[config.mk]
export PLATFORM = sky130hd
export DESIGN_NAME = byte_stream_frame_deframer_core_flat
export DESIGN_NICKNAME = d
export VERILOG_FILES = /design/src/design/bsfd_pkg.sv /design/src/design/bsfd_in_if.sv /design/src/design/bsfd_out_if.sv /design/src/design/byte_stream_frame_deframer_core.sv /design/src/flat_wrapper.sv
export SDC_FILE = /design/constraint.sdc
export NUM_CORES = 1
export LEC_CHECK = 0
export ABC_AREA = 1
export ABC_CLOCK_PERIOD_IN_PS = 4540
export BUFFER_PORTS_ARGS = -buffer_cell sky130_fd_sc_hd__buf_2
export CORE_MARGIN = 2
export CORE_UTILIZATION = 25
export DETAILED_ROUTE_END_ITERATION = 10
export GPL_ROUTABILITY_DRIVEN = 1
export HOLD_SLACK_MARGIN = 0.02
export SLEW_MARGIN = 20
export SYNTH_ARGS = -nofsm -noshare
export SYNTH_HDL_FRONTEND = slang
export SYNTH_SLANG_ARGS = --single-unit
export TNS_END_PERCENT = 1
[constraint.sdc]
create_clock -name i_clk -period 4.54 [get_ports i_clk]
set_input_delay 0.454 -clock i_clk [delete_from_list [all_inputs] [get_ports i_clk]]
set_output_delay 0.454 -clock i_clk [all_outputs]
set_load 0.01 [all_outputs]
[src/design/bsfd_pkg.sv]
// ----------------------------------------------------------------------------
// Byte-stream frame deframer package
// Shared types and constants: header layout, register indexes and the
// result item that leaves the block.
// ----------------------------------------------------------------------------
package bsfd_pkg;

    // Header window geometry.
    localparam int unsigned HEADER_BYTES = 16;

    // Sync marker at the front of the header and guard word at its end.
    localparam logic [7:0] SYNC_A5  = 8'hA5;
    localparam logic [7:0] SYNC_5A  = 8'h5A;
    localparam logic [7:0] TAIL_B0  = 8'h78;
    localparam logic [7:0] TAIL_B1  = 8'h56;
    localparam logic [7:0] TAIL_B2  = 8'h34;
    localparam logic [7:0] TAIL_B3  = 8'h12;

    // Byte offsets of the little-endian header fields.
    localparam int unsigned OFS_CHECKSUM = 4;
    localparam int unsigned OFS_COMMAND  = 6;
    localparam int unsigned OFS_LENGTH   = 8;
    localparam int unsigned OFS_VERSION  = 10;

    // Configuration port.
    localparam int unsigned CFG_IDX_W  = 1;
    localparam int unsigned CFG_DATA_W = 16;

    typedef enum logic [CFG_IDX_W-1:0] {
        CFG_VERIFY_CHECKSUM = 1'b0,
        CFG_MAX_PAYLOAD_LEN = 1'b1
    } t_cfg_idx;

    // Frame status codes.
    localparam logic STATUS_OK       = 1'b0;
    localparam logic STATUS_MISMATCH = 1'b1;

    // Reset values of the registers.
    localparam logic        VERIFY_RESET  = 1'b1;
    localparam logic [15:0] MAX_LEN_RESET = 16'd1024;

    // Sliding header window, byte 0 is the oldest.
    typedef logic [HEADER_BYTES-1:0][7:0] t_window;

    // One result item.
    typedef struct packed {
        logic        payload_valid;
        logic [7:0]  payload_byte;
        logic        frame_done;
        logic        status;
        logic [15:0] command;
        logic [15:0] payload_length;
        logic [15:0] version;
        logic [15:0] header_checksum;
    } t_result;

endpackage

[src/design/bsfd_in_if.sv]
// ----------------------------------------------------------------------------
// Byte input channel
// Valid/ready channel that carries one received byte per item.
// ----------------------------------------------------------------------------
interface bsfd_in_if;
    logic       valid;
    logic       ready;
    logic [7:0] byte_in;

    modport source (output valid, output byte_in, input ready);
    modport sink   (input valid, input byte_in, output ready);
endinterface

[src/design/bsfd_out_if.sv]
// ----------------------------------------------------------------------------
// Result output channel
// Valid/ready channel that carries one payload byte or frame end per item.
// ----------------------------------------------------------------------------
interface bsfd_out_if;
    logic        valid;
    logic        ready;
    logic        payload_valid;
    logic [7:0]  payload_byte;
    logic        frame_done;
    logic        status;
    logic [15:0] command;
    logic [15:0] payload_length;
    logic [15:0] version;
    logic [15:0] header_checksum;

    modport source (
        output valid, output payload_valid, output payload_byte,
        output frame_done, output status, output command,
        output payload_length, output version, output header_checksum,
        input  ready
    );
    modport sink (
        input  valid, input payload_valid, input payload_byte,
        input  frame_done, input status, input command,
        input  payload_length, input version, input header_checksum,
        output ready
    );
endinterface

[src/design/byte_stream_frame_deframer_core.sv]
// ----------------------------------------------------------------------------
// Byte-stream frame deframer
// Searches a byte stream for a 16-byte header, then passes the payload
// through, sums it and reports the header fields and status at frame end.
// ----------------------------------------------------------------------------
// Usage:
// Bytes enter on i_byte, one per item. While searching, a byte produces no
// result unless it completes a valid header of zero payload length. Each
// payload byte produces one result item on o_result with payload_valid set;
// the last one also carries frame_done, the status and the header fields.
// Configuration (verify_checksum, max_payload_len) is written through
// i_cfg_we / i_cfg_index / i_cfg_data while the block is idle. The block does
// not enforce this itself. Each accepted byte's result is registered in the
// output register. Throughput is one byte per cycle while the receiver takes
// every result: the header compare, field extraction and the 16-bit sum all
// sit between the state registers and the single output register.
// When the receiver stalls, the output register holds its item and i_byte
// is not ready until that item is taken: i_byte is ready whenever the
// output register is empty or is being drained in the same cycle.
// Reset clears the window, the frame state and the output register's valid flag, and
// restores the register defaults (checking on, length limit 1024).
// ----------------------------------------------------------------------------
module byte_stream_frame_deframer_core
    import bsfd_pkg::*;
(
    input  logic                  i_clk,
    input  logic                  i_rst_n,
    bsfd_in_if.sink               i_byte,
    bsfd_out_if.source            o_result,
    input  logic                  i_cfg_we,
    input  logic [CFG_IDX_W-1:0]  i_cfg_index,
    input  logic [CFG_DATA_W-1:0] i_cfg_data
);

    // Configuration registers.
    logic        r_verify;
    logic [15:0] r_max_len;

    // Frame state.
    t_window     r_window;
    t_window     n_window;
    logic        r_in_payload;
    logic        n_in_payload;
    logic [15:0] r_remaining;
    logic [15:0] n_remaining;
    logic [15:0] r_sum;
    logic [15:0] n_sum;
    logic [15:0] r_checksum;
    logic [15:0] n_checksum;
    logic [15:0] r_command;
    logic [15:0] n_command;
    logic [15:0] r_length;
    logic [15:0] n_length;
    logic [15:0] r_version;
    logic [15:0] n_version;

    // Output register.
    logic        r_out_valid;
    t_result     r_out;
    t_result     n_out;
    logic        n_produce;

    logic        accept;
    logic        hdr_ok;
    t_window     shifted;

    // Input is taken whenever the output register is free or draining.
    assign i_byte.ready = !r_out_valid || o_result.ready;
    assign accept       = i_byte.valid && i_byte.ready;

    // Window after the new byte is shifted in.
    always_comb begin
        for (int i = 0; i < HEADER_BYTES - 1; i++) begin
            shifted[i] = r_window[i+1];
        end
        shifted[HEADER_BYTES-1] = i_byte.byte_in;
    end

    // Parallel header compare on the shifted window.
    assign hdr_ok = (shifted[0] == SYNC_A5) && (shifted[1] == SYNC_A5) &&
                    (shifted[2] == SYNC_5A) && (shifted[3] == SYNC_5A) &&
                    (shifted[12] == TAIL_B0) && (shifted[13] == TAIL_B1) &&
                    (shifted[14] == TAIL_B2) && (shifted[15] == TAIL_B3) &&
                    ({shifted[OFS_LENGTH+1], shifted[OFS_LENGTH]} <= r_max_len);

    // Next frame state and result for the byte on the input.
    always_comb begin
        n_window     = r_window;
        n_in_payload = r_in_payload;
        n_remaining  = r_remaining;
        n_sum        = r_sum;
        n_checksum   = r_checksum;
        n_command    = r_command;
        n_length     = r_length;
        n_version    = r_version;
        n_out        = '0;
        n_produce    = 1'b0;

        if (r_in_payload) begin
            // Pass the payload byte through and close the frame on the last one.
            n_sum               = r_sum + {8'd0, i_byte.byte_in};
            n_remaining         = r_remaining - 16'd1;
            n_produce           = 1'b1;
            n_out.payload_valid = 1'b1;
            n_out.payload_byte  = i_byte.byte_in;
            if (r_remaining == 16'd1) begin
                n_in_payload          = 1'b0;
                n_out.frame_done      = 1'b1;
                n_out.status          = (r_verify && (n_sum != r_checksum))
                                        ? STATUS_MISMATCH : STATUS_OK;
                n_out.command         = r_command;
                n_out.payload_length  = r_length;
                n_out.version         = r_version;
                n_out.header_checksum = r_checksum;
            end
        end else begin
            n_window = shifted;
            if (hdr_ok) begin
                // Latch the header and clear the window so it cannot match again.
                n_checksum  = {shifted[OFS_CHECKSUM+1], shifted[OFS_CHECKSUM]};
                n_command   = {shifted[OFS_COMMAND+1], shifted[OFS_COMMAND]};
                n_length    = {shifted[OFS_LENGTH+1], shifted[OFS_LENGTH]};
                n_version   = {shifted[OFS_VERSION+1], shifted[OFS_VERSION]};
                n_sum       = 16'd0;
                n_remaining = n_length;
                n_window    = '0;
                if (n_length == 16'd0) begin
                    // Empty frame: report at once against a zero sum.
                    n_produce             = 1'b1;
                    n_out.frame_done      = 1'b1;
                    n_out.status          = (r_verify && (n_checksum != 16'd0))
                                            ? STATUS_MISMATCH : STATUS_OK;
                    n_out.command         = n_command;
                    n_out.payload_length  = n_length;
                    n_out.version         = n_version;
                    n_out.header_checksum = n_checksum;
                end else begin
                    n_in_payload = 1'b1;
                end
            end
        end
    end

    // Configuration registers.
    always_ff @(posedge i_clk) begin
        if (!i_rst_n) begin
            r_verify  <= VERIFY_RESET;
            r_max_len <= MAX_LEN_RESET;
        end else if (i_cfg_we) begin
            unique case (t_cfg_idx'(i_cfg_index))
                CFG_VERIFY_CHECKSUM: r_verify  <= i_cfg_data[0];
                CFG_MAX_PAYLOAD_LEN: r_max_len <= i_cfg_data[15:0];
                default: ;
            endcase
        end
    end

    // Frame state registers, updated on every accepted byte.
    always_ff @(posedge i_clk) begin
        if (!i_rst_n) begin
            r_window     <= '0;
            r_in_payload <= 1'b0;
            r_remaining  <= 16'd0;
            r_sum        <= 16'd0;
        end else if (accept) begin
            r_window     <= n_window;
            r_in_payload <= n_in_payload;
            r_remaining  <= n_remaining;
            r_sum        <= n_sum;
        end
    end

    // Held header fields.
    always_ff @(posedge i_clk) begin
        if (!i_rst_n) begin
            r_checksum <= 16'd0;
            r_command  <= 16'd0;
            r_length   <= 16'd0;
            r_version  <= 16'd0;
        end else if (accept) begin
            r_checksum <= n_checksum;
            r_command  <= n_command;
            r_length   <= n_length;
            r_version  <= n_version;
        end
    end

    // Output register.
    always_ff @(posedge i_clk) begin
        if (!i_rst_n) begin
            r_out_valid <= 1'b0;
        end else if (accept) begin
            r_out_valid <= n_produce;
        end else if (o_result.ready) begin
            r_out_valid <= 1'b0;
        end
    end

    always_ff @(posedge i_clk) begin
        if (accept && n_produce) begin
            r_out <= n_out;
        end
    end

    assign o_result.valid           = r_out_valid;
    assign o_result.payload_valid   = r_out.payload_valid;
    assign o_result.payload_byte    = r_out.payload_byte;
    assign o_result.frame_done      = r_out.frame_done;
    assign o_result.status          = r_out.status;
    assign o_result.command         = r_out.command;
    assign o_result.payload_length  = r_out.payload_length;
    assign o_result.version         = r_out.version;
    assign o_result.header_checksum = r_out.header_checksum;

`ifndef NO_ASSERTIONS
    // A frame in progress always has bytes left to take.
    a_remaining_nonzero: assert property (@(posedge i_clk) disable iff (!i_rst_n)
        r_in_payload |-> (r_remaining != 16'd0))
        else $error("payload state with zero bytes remaining");

    // Every result is either a payload byte or a frame end.
    a_result_kind: assert property (@(posedge i_clk) disable iff (!i_rst_n)
        r_out_valid |-> (r_out.payload_valid || r_out.frame_done))
        else $error("result item is neither payload nor frame end");

    // A payload byte always yields a payload result in the next cycle.
    a_payload_out: assert property (@(posedge i_clk) disable iff (!i_rst_n)
        (accept && r_in_payload) |=> (r_out_valid && r_out.payload_valid))
        else $error("payload byte produced no result");

    // An accepted header leaves the window cleared.
    a_window_clear: assert property (@(posedge i_clk) disable iff (!i_rst_n)
        (accept && !r_in_payload && hdr_ok) |=> (r_window == '0))
        else $error("window not cleared after header");
`endif

endmodule

[src/flat_wrapper.sv]
// flat-port wrapper written by rule: the top's interface ports become plain ports
module byte_stream_frame_deframer_core_flat import bsfd_pkg::*;
  (i_clk, i_rst_n, i_cfg_we, i_cfg_index, i_cfg_data, i_byte_valid, i_byte_byte_in, i_byte_ready, o_result_valid, o_result_payload_valid, o_result_payload_byte, o_result_frame_done, o_result_status, o_result_command, o_result_payload_length, o_result_version, o_result_header_checksum, o_result_ready);
  bsfd_in_if i_byte_i ();
  bsfd_out_if o_result_i ();
  input  logic i_clk;
  input  logic i_rst_n;
  input  logic i_cfg_we;
  input  logic [CFG_IDX_W-1:0] i_cfg_index;
  input  logic [CFG_DATA_W-1:0] i_cfg_data;
  input wire logic [$bits(i_byte_i.valid)-1:0] i_byte_valid;
  input wire logic [$bits(i_byte_i.byte_in)-1:0] i_byte_byte_in;
  output wire logic [$bits(i_byte_i.ready)-1:0] i_byte_ready;
  output wire logic [$bits(o_result_i.valid)-1:0] o_result_valid;
  output wire logic [$bits(o_result_i.payload_valid)-1:0] o_result_payload_valid;
  output wire logic [$bits(o_result_i.payload_byte)-1:0] o_result_payload_byte;
  output wire logic [$bits(o_result_i.frame_done)-1:0] o_result_frame_done;
  output wire logic [$bits(o_result_i.status)-1:0] o_result_status;
  output wire logic [$bits(o_result_i.command)-1:0] o_result_command;
  output wire logic [$bits(o_result_i.payload_length)-1:0] o_result_payload_length;
  output wire logic [$bits(o_result_i.version)-1:0] o_result_version;
  output wire logic [$bits(o_result_i.header_checksum)-1:0] o_result_header_checksum;
  input wire logic [$bits(o_result_i.ready)-1:0] o_result_ready;
  assign i_byte_i.valid = i_byte_valid;
  assign i_byte_i.byte_in = i_byte_byte_in;
  assign i_byte_ready = i_byte_i.ready;
  assign o_result_valid = o_result_i.valid;
  assign o_result_payload_valid = o_result_i.payload_valid;
  assign o_result_payload_byte = o_result_i.payload_byte;
  assign o_result_frame_done = o_result_i.frame_done;
  assign o_result_status = o_result_i.status;
  assign o_result_command = o_result_i.command;
  assign o_result_payload_length = o_result_i.payload_length;
  assign o_result_version = o_result_i.version;
  assign o_result_header_checksum = o_result_i.header_checksum;
  assign o_result_i.ready = o_result_ready;
  byte_stream_frame_deframer_core u_core (.i_clk(i_clk), .i_rst_n(i_rst_n), .i_byte(i_byte_i), .o_result(o_result_i), .i_cfg_we(i_cfg_we), .i_cfg_index(i_cfg_index), .i_cfg_data(i_cfg_data));
endmodule
* After elaboration in Yosys (flattened, before gate mapping)
Cells that the tools add are included.
** Storage, ports and cells
- Bits in registers :: 310
- Memory bits (writable) :: 0
- Output and inout bits :: 77
- Latch bits :: 0
- Bits of input ports :: 30
- Bits in read-only memories :: 0
- Logic and storage cells :: 92
- Memories kept :: 0
** Cells by class
- Add/subtract/negate cells :: 2
- Muxes and demuxes :: 21
- Divide/modulo/power cells :: 0
- Order comparisons :: 1
- Shift-type cells :: 0
- $mul :: 0
- Eq/ne operators :: 10
- Bitwise logic cells :: 2
- Reduce and logical (&&, ||, !) cells :: 23
** Operators with widths (count)
- $mux W66 :: 4
- $mux W128 :: 1
- $mux W16 :: 4
- $eq A8 B7 Y1 const B :: 4
- $add A16 B8 Y16 :: 1
- $eq A16 B1 Y1 const B :: 1
- $eq A8 B8 Y1 const B :: 2
- $le A16 B16 Y1 :: 1
- $logic_not A16 Y1 :: 1
- $ne A16 B16 Y1 :: 1
- $reduce_bool A16 Y1 :: 1
- $sub A16 B1 Y16 const B :: 1
- $logic_and A1 B1 Y1 :: 12
- $mux W1 :: 11
- $mux W9 :: 1
- $eq A8 B5 Y1 const B :: 1
- $eq A8 B6 Y1 const B :: 1
- $reduce_and A2 Y1 :: 4
- $reduce_bool A2 Y1 :: 2
- $reduce_and A3 Y1 :: 1
- $not A1 Y1 :: 2
- $logic_not A1 Y1 :: 1
- $logic_or A1 B1 Y1 :: 1

* Depth between registers and ports, before layout
Gate-level depths: netlist of the first run.
- Word-level depth :: 12
- Mapped depth :: 18
- Depth with buffers taken out :: 18

* Least setup slack after synthesis of the first run
OpenSTA, ideal clock, no wires.
- Path kind :: register to register
- Start point :: reg u_core.r_window[87] (netlist name)
- End point :: reg u_core.r_out (netlist bit u_core.o_result.command[0]), enable pin
- Buffers on the path :: 0
- Data required time :: 4111 ps
- Cell stages (with the launch flop) :: 13
- Library setup time :: 429 ps
- Path slack :: 1243 ps
- Clock period less this slack :: 3297 ps
- Arrival :: 2868 ps
- Cell sequence :: dfxtp_1 > ha_1 > nand2_1 > inv_1 > nand3_1 > inv_1 > a21oi_1 > nand2_1 > nand2_1 > nand3_2 > nand2_1 > nand2_1 > inv_1
** Between the ends
- Word-level cells in the longest chain between the ends :: 5
- Elaborated cells on any way between the ends :: 7
- Those cells by class :: order compare: 1; mux: 3; reduce/logical: 3
** Ends and longest elaborated chain
- from (decl) :: RTL line byte_stream_frame_deframer_core.sv:40 : t_window r_window;
- from (signal assigned) :: RTL line byte_stream_frame_deframer_core.sv:166 : r_window <= n_window;
- $le A16 B16 Y1 / $logic_not A16 Y1 (equally long branches) :: RTL line byte_stream_frame_deframer_core.sv:84, byte_stream_frame_deframer_core.sv:127
- $logic_and A1 B1 Y1 / $mux W1 (equally long branches) :: RTL line byte_stream_frame_deframer_core.sv:83, byte_stream_frame_deframer_core.sv:127
- $mux W1 * :: RTL line byte_stream_frame_deframer_core.sv:118 : if (hdr_ok) begin
- $mux W1 * :: RTL line byte_stream_frame_deframer_core.sv:99 : if (r_in_payload) begin
- $logic_and A1 B1 Y1 * :: RTL line byte_stream_frame_deframer_core.sv:200 : if (accept && n_produce) begin
- to (signal assigned) :: RTL line byte_stream_frame_deframer_core.sv:201 : r_out <= n_out;
- to (decl) :: RTL line byte_stream_frame_deframer_core.sv:59 : t_result r_out;
Mark *: on every way between the ends. The rest lies on a longest branch, timed or not.
A chain may end at the register's enable or synchronous reset.

* Worst setup path in the final report of the first run
- Start point :: reg u_core.r_window[77] (netlist name)
- End point :: reg u_core.r_out (netlist bit u_core.o_result.payload_byte[7]), enable pin
The elaborated chain is that of the path after synthesis.

==> impl_metrics.json, run 1 <==
{
  "status": "finished clean",
  "seq_area_um2": 6960,
  "vdd_ir_drop_max_uv": 289,
  "drt_wl_total_mm": 37.2,
  "antenna_found_initial": 0,
  "critPathArrivalTime_ns": 3.34,
  "synth_top_area_share_pct": 34.9,
  "synth_cells": 1758,
  "setup_viol": 0,
  "rows": 85,
  "async_flop_share_pct": 0,
  "num_vias": 11568,
  "fin_area_um2": 15600,
  "overflow": 0,
  "num_antenna_cells": 0,
  "place_area_um2": 14600,
  "ioPinCount": 107,
  "total_power_uw": 5620,
  "grt_pass1_wl_mm": 59.2,
  "portBuffers": 106,
  "min_path_type": "input port to flip-flop",
  "end_kind": "flip-flop",
  "fin_tns_setup_ns": 0,
  "dp_hpwl_mm": 24.9,
  "max_slew_margin_pct": 31.6,
  "synth_most_common_cell": "nand2_1",
  "grtUsageMet2_pct": 20.4,
  "clock_skew_ns": 0.0250,
  "vias_per_cell": 4.55,
  "cts.reportedPaths.clkPinSlew_ns": 0.06,
  "grt_pass1_vias": 10642,
  "yosys-top-cells-count": "485 x nand2_1, 235 x dfxtp_1, 222 x nor2_1",
  "synthDistinctLibCells": 43,
  "yosys-top-cells-area": "dfxtp_1 35%, edfxtp_1 17%, nand2_1 13%",
  "syn_avg_cell_area_um2": 7.68,
  "drtIter0Drc": 965,
  "cts.repair.resized": 0,
  "synth_seq_area_share_pct": 51.5,
  "crit_top_cell": "nand2_1",
  "root_buffer": "clkbuf_16",
  "postLayoutCoreUtil_pct": 29.1,
  "crit_chain": "ha_1 -> a21oi_1 -> nor2_1 -> nor2_1 -> nand3_1 -> nand2_1 -> nand2_1 -> nand2_1 -> nand3_2 -> nand2_1 -> nand2_1 -> clkinv_2 -> buf_12",
  "final_nets": 1879,
  "critical-path-slowest-cell": "clkinv_2",
  "p_leak_uw": 0.00606,
  "r2r-start": "u_core.r_window[77]$_SDFFE_PN0P_",
  "worstMarginPinSlew_ns": 1.02,
  "syn-num-nets": 1815,
  "fmax_ghz": 0.322,
  "firstDrtPassIters": 5,
  "cts_made_buffers": 31,
  "clock_latency_ns": 0.58,
  "cts_tree": "built",
  "syn2layout_area_growth_pct": 15.7,
  "postCtsSetupBuffers": 0,
  "fin_crit_sh_pct": 68.5,
  "routedWlPerCell_um": 14.6,
  "yosys.area.top_type": "dfxtp_1",
  "multi_input_area_um2": 5520,
  "core_um2": 53600,
  "dieHeight_um": 236,
  "n_fill_cell": 5865,
  "cp-startpoint": "u_core.r_window[77]$_SDFFE_PN0P_",
  "netlist_area_um2": 13500,
  "final_layout_size_suffix_gt1_share_pct": 10.1,
  "hold_path.startpoint": "i_cfg_data[10]",
  "synth_ff_type": "dfxtp_1",
  "synth-edff-count": 75,
  "timing.final.crit_period_ns": 3.11,
  "htreeDepth": 1,
  "synth-seq-cells": 310,
  "grt_use_met3_pct": 2.26,
  "reg2reg_depth": 13,
  "crit_family": "simple AND/OR/NAND/NOR gates",
  "crit_buf_inv": 2,
  "crit_cells": 13,
  "cp.required_ns": 4.78,
  "drc": 0,
  "busiest_layer": "met2",
  "die_area_um2": 55900,
  "grtUsageTotal_pct": 12.9,
  "cpPeakStageDelay_ns": 0.53,
  "drtAntennaViolNets": 0,
  "gp_routability_congestion": 0.873,
  "slew_viol_final": 0,
  "cap_violations": 0,
  "dieWidth_um": 236,
  "power_density_nw_per_um2": 359,
  "worstSetupPathType": "flip-flop to flip-flop",
  "hold_viol_final": 0,
  "start_util_pct": 25.2,
  "yosys_warnings": 0,
  "clock-sinks": 310,
  "holdPathStages": 3,
  "crit_path_start_kind": "flip-flop",
  "cts_buffer_depth": 3,
  "hold_buffers": 0,
  "met1_usage_pct": 18.6,
  "rsz0062_at_grt": "false",
  "grt_max_degree": 121,
  "worstPathMaxFanout": 40
}
==> stage by stage <==
step                      hold slack (ns)  worst slack [ns]  instances
after floorplan                     0.403              1.24       1758
after CTS                          0.0942              1.40       2542
after detailed placement            0.455              1.24       2485
final                               0.117              1.43       2542
after global routing                0.109              1.19       2542
after global placement              0.451              1.27       2485
==> tightest hold or removal path: stages <==
cell and delay [ns]:
buf_2 0.09, nand2_1 0.05, o211ai_1 0.07
==> metal layers <==
layer	routed length [um]	part of all wire (%)
met3	2120	5.7
met1	17900	48
met5	0	0
met4	553	1.5
met2	16600	45
==> flip-flops by register name, indices dropped and copies added (netlist names) <==
register and cells:
u_core.r_window 120, u_core.o_result.command 16, u_core.o_result.header_checksum 16, u_core.o_result.payload_length 16
u_core.o_result.version 16, u_core.r_checksum 16, u_core.r_command 16, u_core.r_length 16
u_core.r_max_len 16, u_core.r_remaining 16, u_core.r_sum 16, u_core.r_version 16
u_core.o_result.payload_byte 8, u_core.o_result.frame_done 1, u_core.o_result.payload_valid 1, u_core.o_result.status 1
u_core.o_result.valid 1, u_core.r_in_payload 1, u_core.r_verify 1
==> layout by cell type (no fill, tap or decap), types with 5 or more instances in the layout <==
cell | Yosys | final
nand4_1 | 15 | 15
edfxtp_1 | 75 | 75
nand2_1 | 485 | 485
buf_2 | 16 | 106
buf_4 | 3 | 10
inv_1 | 153 | 151
clkbuf_8 | 0 | 5
dfxtp_1 | 235 | 235
xor2_1 | 6 | 6
nand3_1 | 73 | 73
ha_1 | 26 | 26
a21oi_1 | 174 | 174
o21ai_0 | 137 | 137
clkbuf_16 | 0 | 31
clkbuf_1 | 52 | 10
o21ai_1 | 9 | 9
nor4_1 | 9 | 9
clkinv_2 | 0 | 8
nor2_1 | 222 | 221
nor3_1 | 10 | 10
==> final cells by class <==
type	instances	area share, %
sequential	310	44.5
multi-input combinational	1202	35.3
clock buffer	47	5.70
tap	696	5.58
timing repair buffer	119	4.21
inverter	158	3.82
clock inverter	10	0.849
==> power by group <==
group / internal, uW / total (uW) / switching, uW
registers: 2830 / 2840 / 11.1
clock network: 1520 / 2590 / 1080
logic: 48.8 / 181 / 132
==> path summary, 6_finish.rpt <==
check | end | slack (ns)
max | u_core.o_result.payload_byte[7]$_SDFFCE_PN0P_ | 1.43
max reg2reg | u_core.o_result.payload_byte[7]$_SDFFCE_PN0P_ | 1.43
min | u_core.r_max_len[10]$_SDFFE_PN1P_ | 0.12
min reg2reg | u_core.r_window[13]$_SDFFE_PN0P_ | 0.47
==> cells by family after synthesis <==
group	synth area share [%]
and+or+nand+nor	25.0
AOI/OAI and AO/OA	12.4
DFF	51.5
buffers and inverters	7.69
adders and majority gates	2.56
xor gates and xnor gates	0.584
muxes	0.223
Power figures use the tool's default switching activity.
==> run 2, diff against run 1 <==
- ABC_CLOCK_PERIOD_IN_PS: 4540 -> 3200
- clock period: 4.54 -> 3.2 ns (I/O delays scaled with it)
==> run 2 against run 1 <==
Effect of this change:
- register-to-register slack got worse by 1.1 ns
- highest routed layer unchanged
- largest cell class unchanged
- critical path depth did not move
- non-clock buffer count rose by 20
- setup slack got worse by 1.1 ns
- first-iteration DRC count fell by 5.8%
- hold slack got worse by 0.051 ns
- critical endpoint is now u_core.o_result.command[4]$_DFFE_PP_
==> impl_metrics.json, run 2 (same netlist as run 1, synthesis figures left out) <==
{
  "critPathArrivalTime_ns": 3.05,
  "pre_cts_ws_ns": 0.365,
  "cts_tree": "built",
  "worstPathMaxFanout": 41,
  "r2r-start": "u_core.r_window[77]$_SDFFE_PN0P_",
  "power_density_nw_per_um2": 517,
  "seqPwrFrac_pct": 48.9,
  "drtIter0Drc": 909,
  "grt_pass1_wl_mm": 60.3,
  "crit_family": "simple AND/OR/NAND/NOR gates",
  "cts_buffer_depth": 3,
  "min_path_type": "input port to flip-flop",
  "die_area_um2": 55900,
  "grtUsageTotal_pct": 13.3,
  "vdd_ir_drop_max_uv": 302,
  "p_int_uw": 6360,
  "largest_register_ffs": 120,
  "cap_violations": 0,
  "p_leak_uw": 0.00622,
  "end_kind": "flip-flop",
  "rsz0062_at_grt": "false",
  "clock_skew_ns": 0.0225,
  "drtAntennaViolNets": 0,
  "comb_power_share_pct": 3.2,
  "start_util_pct": 25.2,
  "cp-startpoint": "u_core.r_window[77]$_SDFFE_PN0P_",
  "drt_wl_total_mm": 37.2,
  "ff2ff_setup_slack_ns": 0.36,
  "final_nets": 1903,
  "syn2layout_area_growth_pct": 18.1,
  "met1_usage_pct": 18.3,
  "power_switching_uw": 1870,
  "cts.reportedPaths.clkPinSlew_ns": 0.06,
  "setup_ws_ns": 0.364,
  "cp.required_ns": 3.42,
  "crit_top_cell": "nand2_1",
  "drc": 0,
  "gp_routability_congestion": 0.873,
  "routedWlPerCell_um": 14.5,
  "firstDrtPassIters": 5,
  "swShare_pct": 22.7,
  "core_um2": 53600,
  "rows": 85,
  "crit_chain": "ha_1 -> a21oi_1 -> nor2_1 -> nor2_1 -> nand3_1 -> nand2_1 -> nand2_1 -> nand2_1 -> nand3_2 -> nand2_1 -> nand2_1 -> clkinvlp_4 -> buf_12",
  "hold_slack_ns": 0.0667,
  "p_clk_share_pct": 47.8,
  "grt_use_met3_pct": 2.39,
  "fin_crit_sh_pct": 88.6,
  "status": "finished clean",
  "clock_latency_ns": 0.55,
  "postCtsSetupBuffers": 0,
  "ioPinCount": 107,
  "grtUsageMet2_pct": 21.3,
  "clock-sinks": 310,
  "regToRegEndpoint": "u_core.o_result.command[4]$_DFFE_PP_",
  "slew_viol_final": 0,
  "final_cell_mix": "485 x nand2_1, 235 x dfxtp_1, 221 x nor2_1, 174 x a21oi_1, 151 x inv_1",
  "antenna_found_initial": 1,
  "grt_pass1_vias": 11171,
  "num_vias": 11651,
  "dp_hpwl_mm": 25.2,
  "crit_path_start_kind": "flip-flop",
  "final_layout_size_suffix_gt1_share_pct": 11.3,
  "htreeDepth": 2,
  "cpPeakStageDelay_ns": 0.52,
  "fmax_ghz": 0.353,
  "reg2reg_depth": 13,
  "portBuffers": 106,
  "dieWidth_um": 236,
  "top_register": "u_core.r_window",
  "num_antenna_cells": 0,
  "hold_viol_final": 0,
  "grt_max_degree": 95,
  "max_slew_margin_pct": 39.7,
  "busiest_layer": "met2",
  "setup_viol": 0,
  "crit_path_end": "u_core.o_result.command[4]$_DFFE_PP_",
  "fin_tns_setup_ns": 0,
  "crit_buf_inv": 2,
  "total_power_uw": 8230,
  "root_buffer": "clkbuf_16",
  "holdPathStages": 4,
  "cts_made_buffers": 35,
  "timing.final.crit_period_ns": 2.84,
  "vias_per_cell": 4.54,
  "worstSetupPathType": "flip-flop to flip-flop",
  "critical-path-slowest-cell": "dfxtp_1",
  "worstMarginPinSlew_ns": 0.905,
  "overflow": 0,
  "dieHeight_um": 236,
  "crit_cells": 13,
  "n_fill_cell": 5812,
  "final_common_cell": "nand2_1"
}
==> run 2: cell types whose count changed in the layout (fill, tap and decap cells not counted), sizes merged <==
| cell | previous run | this run |
|---|---|---|
| dlygate4sd3 | 0 | 1 |
| bufinv | 3 | 1 |
| clkbuf | 47 | 49 |
| buf | 119 | 138 |
| clkinvlp | 0 | 4 |
| clkinv | 9 | 12 |
==> run 2: final cells by class <==
type	instances	area [um2]	area share, %
repair buffers	139	856	5.37
flip-flops and latches	310	6960	43.6
clock inverters	15	148	0.926
well taps	696	871	5.46
clock buffers	49	992	6.22
multi-input cells	1202	5520	34.6
inverters	158	599	3.76
==> run 2: repair_timing <==
action / CTS / global route
endpoints found under the hold margin: 1 / 0
hold buffers: 1 / 0
setup endpoints to repair: 0 / 0
resized for setup: 0 / 0
==> run 2: worst min-delay path by stage <==
stage	from	endpoint	slack [ns]
after floorplan	u_core.r_in_payload$_SDFFE_PN0P_	u_core.o_result.payload_valid$_DFFE_PP_	0.40
after global placement	u_core.r_window[12]$_SDFFE_PN0P_	u_core.r_window[12]$_SDFFE_PN0P_	0.45
after detailed placement	u_core.r_window[11]$_SDFFE_PN0P_	u_core.r_window[11]$_SDFFE_PN0P_	0.46
after CTS	o_result_ready	u_core.o_result.valid$_SDFFE_PN0P_	0.05
after global routing	o_result_ready	u_core.o_result.valid$_SDFFE_PN0P_	0.07
final	o_result_ready	u_core.o_result.valid$_SDFFE_PN0P_	0.07
==> run 2: through the flow <==
stage / cell area (um2) / std cells / util (%)
global route: 15900 / 2569 / 29.7
detailed placement: 14800 / 2504 / 27.6
CTS: 15900 / 2569 / 29.7
finish: 15900 / 2569 / 29.7
floorplan: 13500 / 1758 / -
global placement: 14800 / 2504 / 27.6
==> run 2: per-layer routing <==
layer | vias up | wire, um
met4 | 0 | 707
li1 | 5854 | -
met2 | 302 | 16900
met5 | - | 0
met1 | 5435 | 17600
met3 | 60 | 1970
==> run 2: power groups by stage <==
stage          sequential, uW  combinational (uW)  clock [uW]
6_report                 4030                 265        3940
5_1_grt                  4030                 299        4200
4_1_cts                  4030                 265        4040
3_5_place_dp             4110                 263           0
3_3_place_gp             4110                 259           0
2_1_floorplan            4110                 176           0
==> run 2: tightest hold or removal path, delay by kind of cell <==
kind,cells,cell delay (ns)
buffers and inverters,2,0.10
AND/OR/NAND/NOR,1,0.07
AO/OA/AOI/OAI,1,0.07
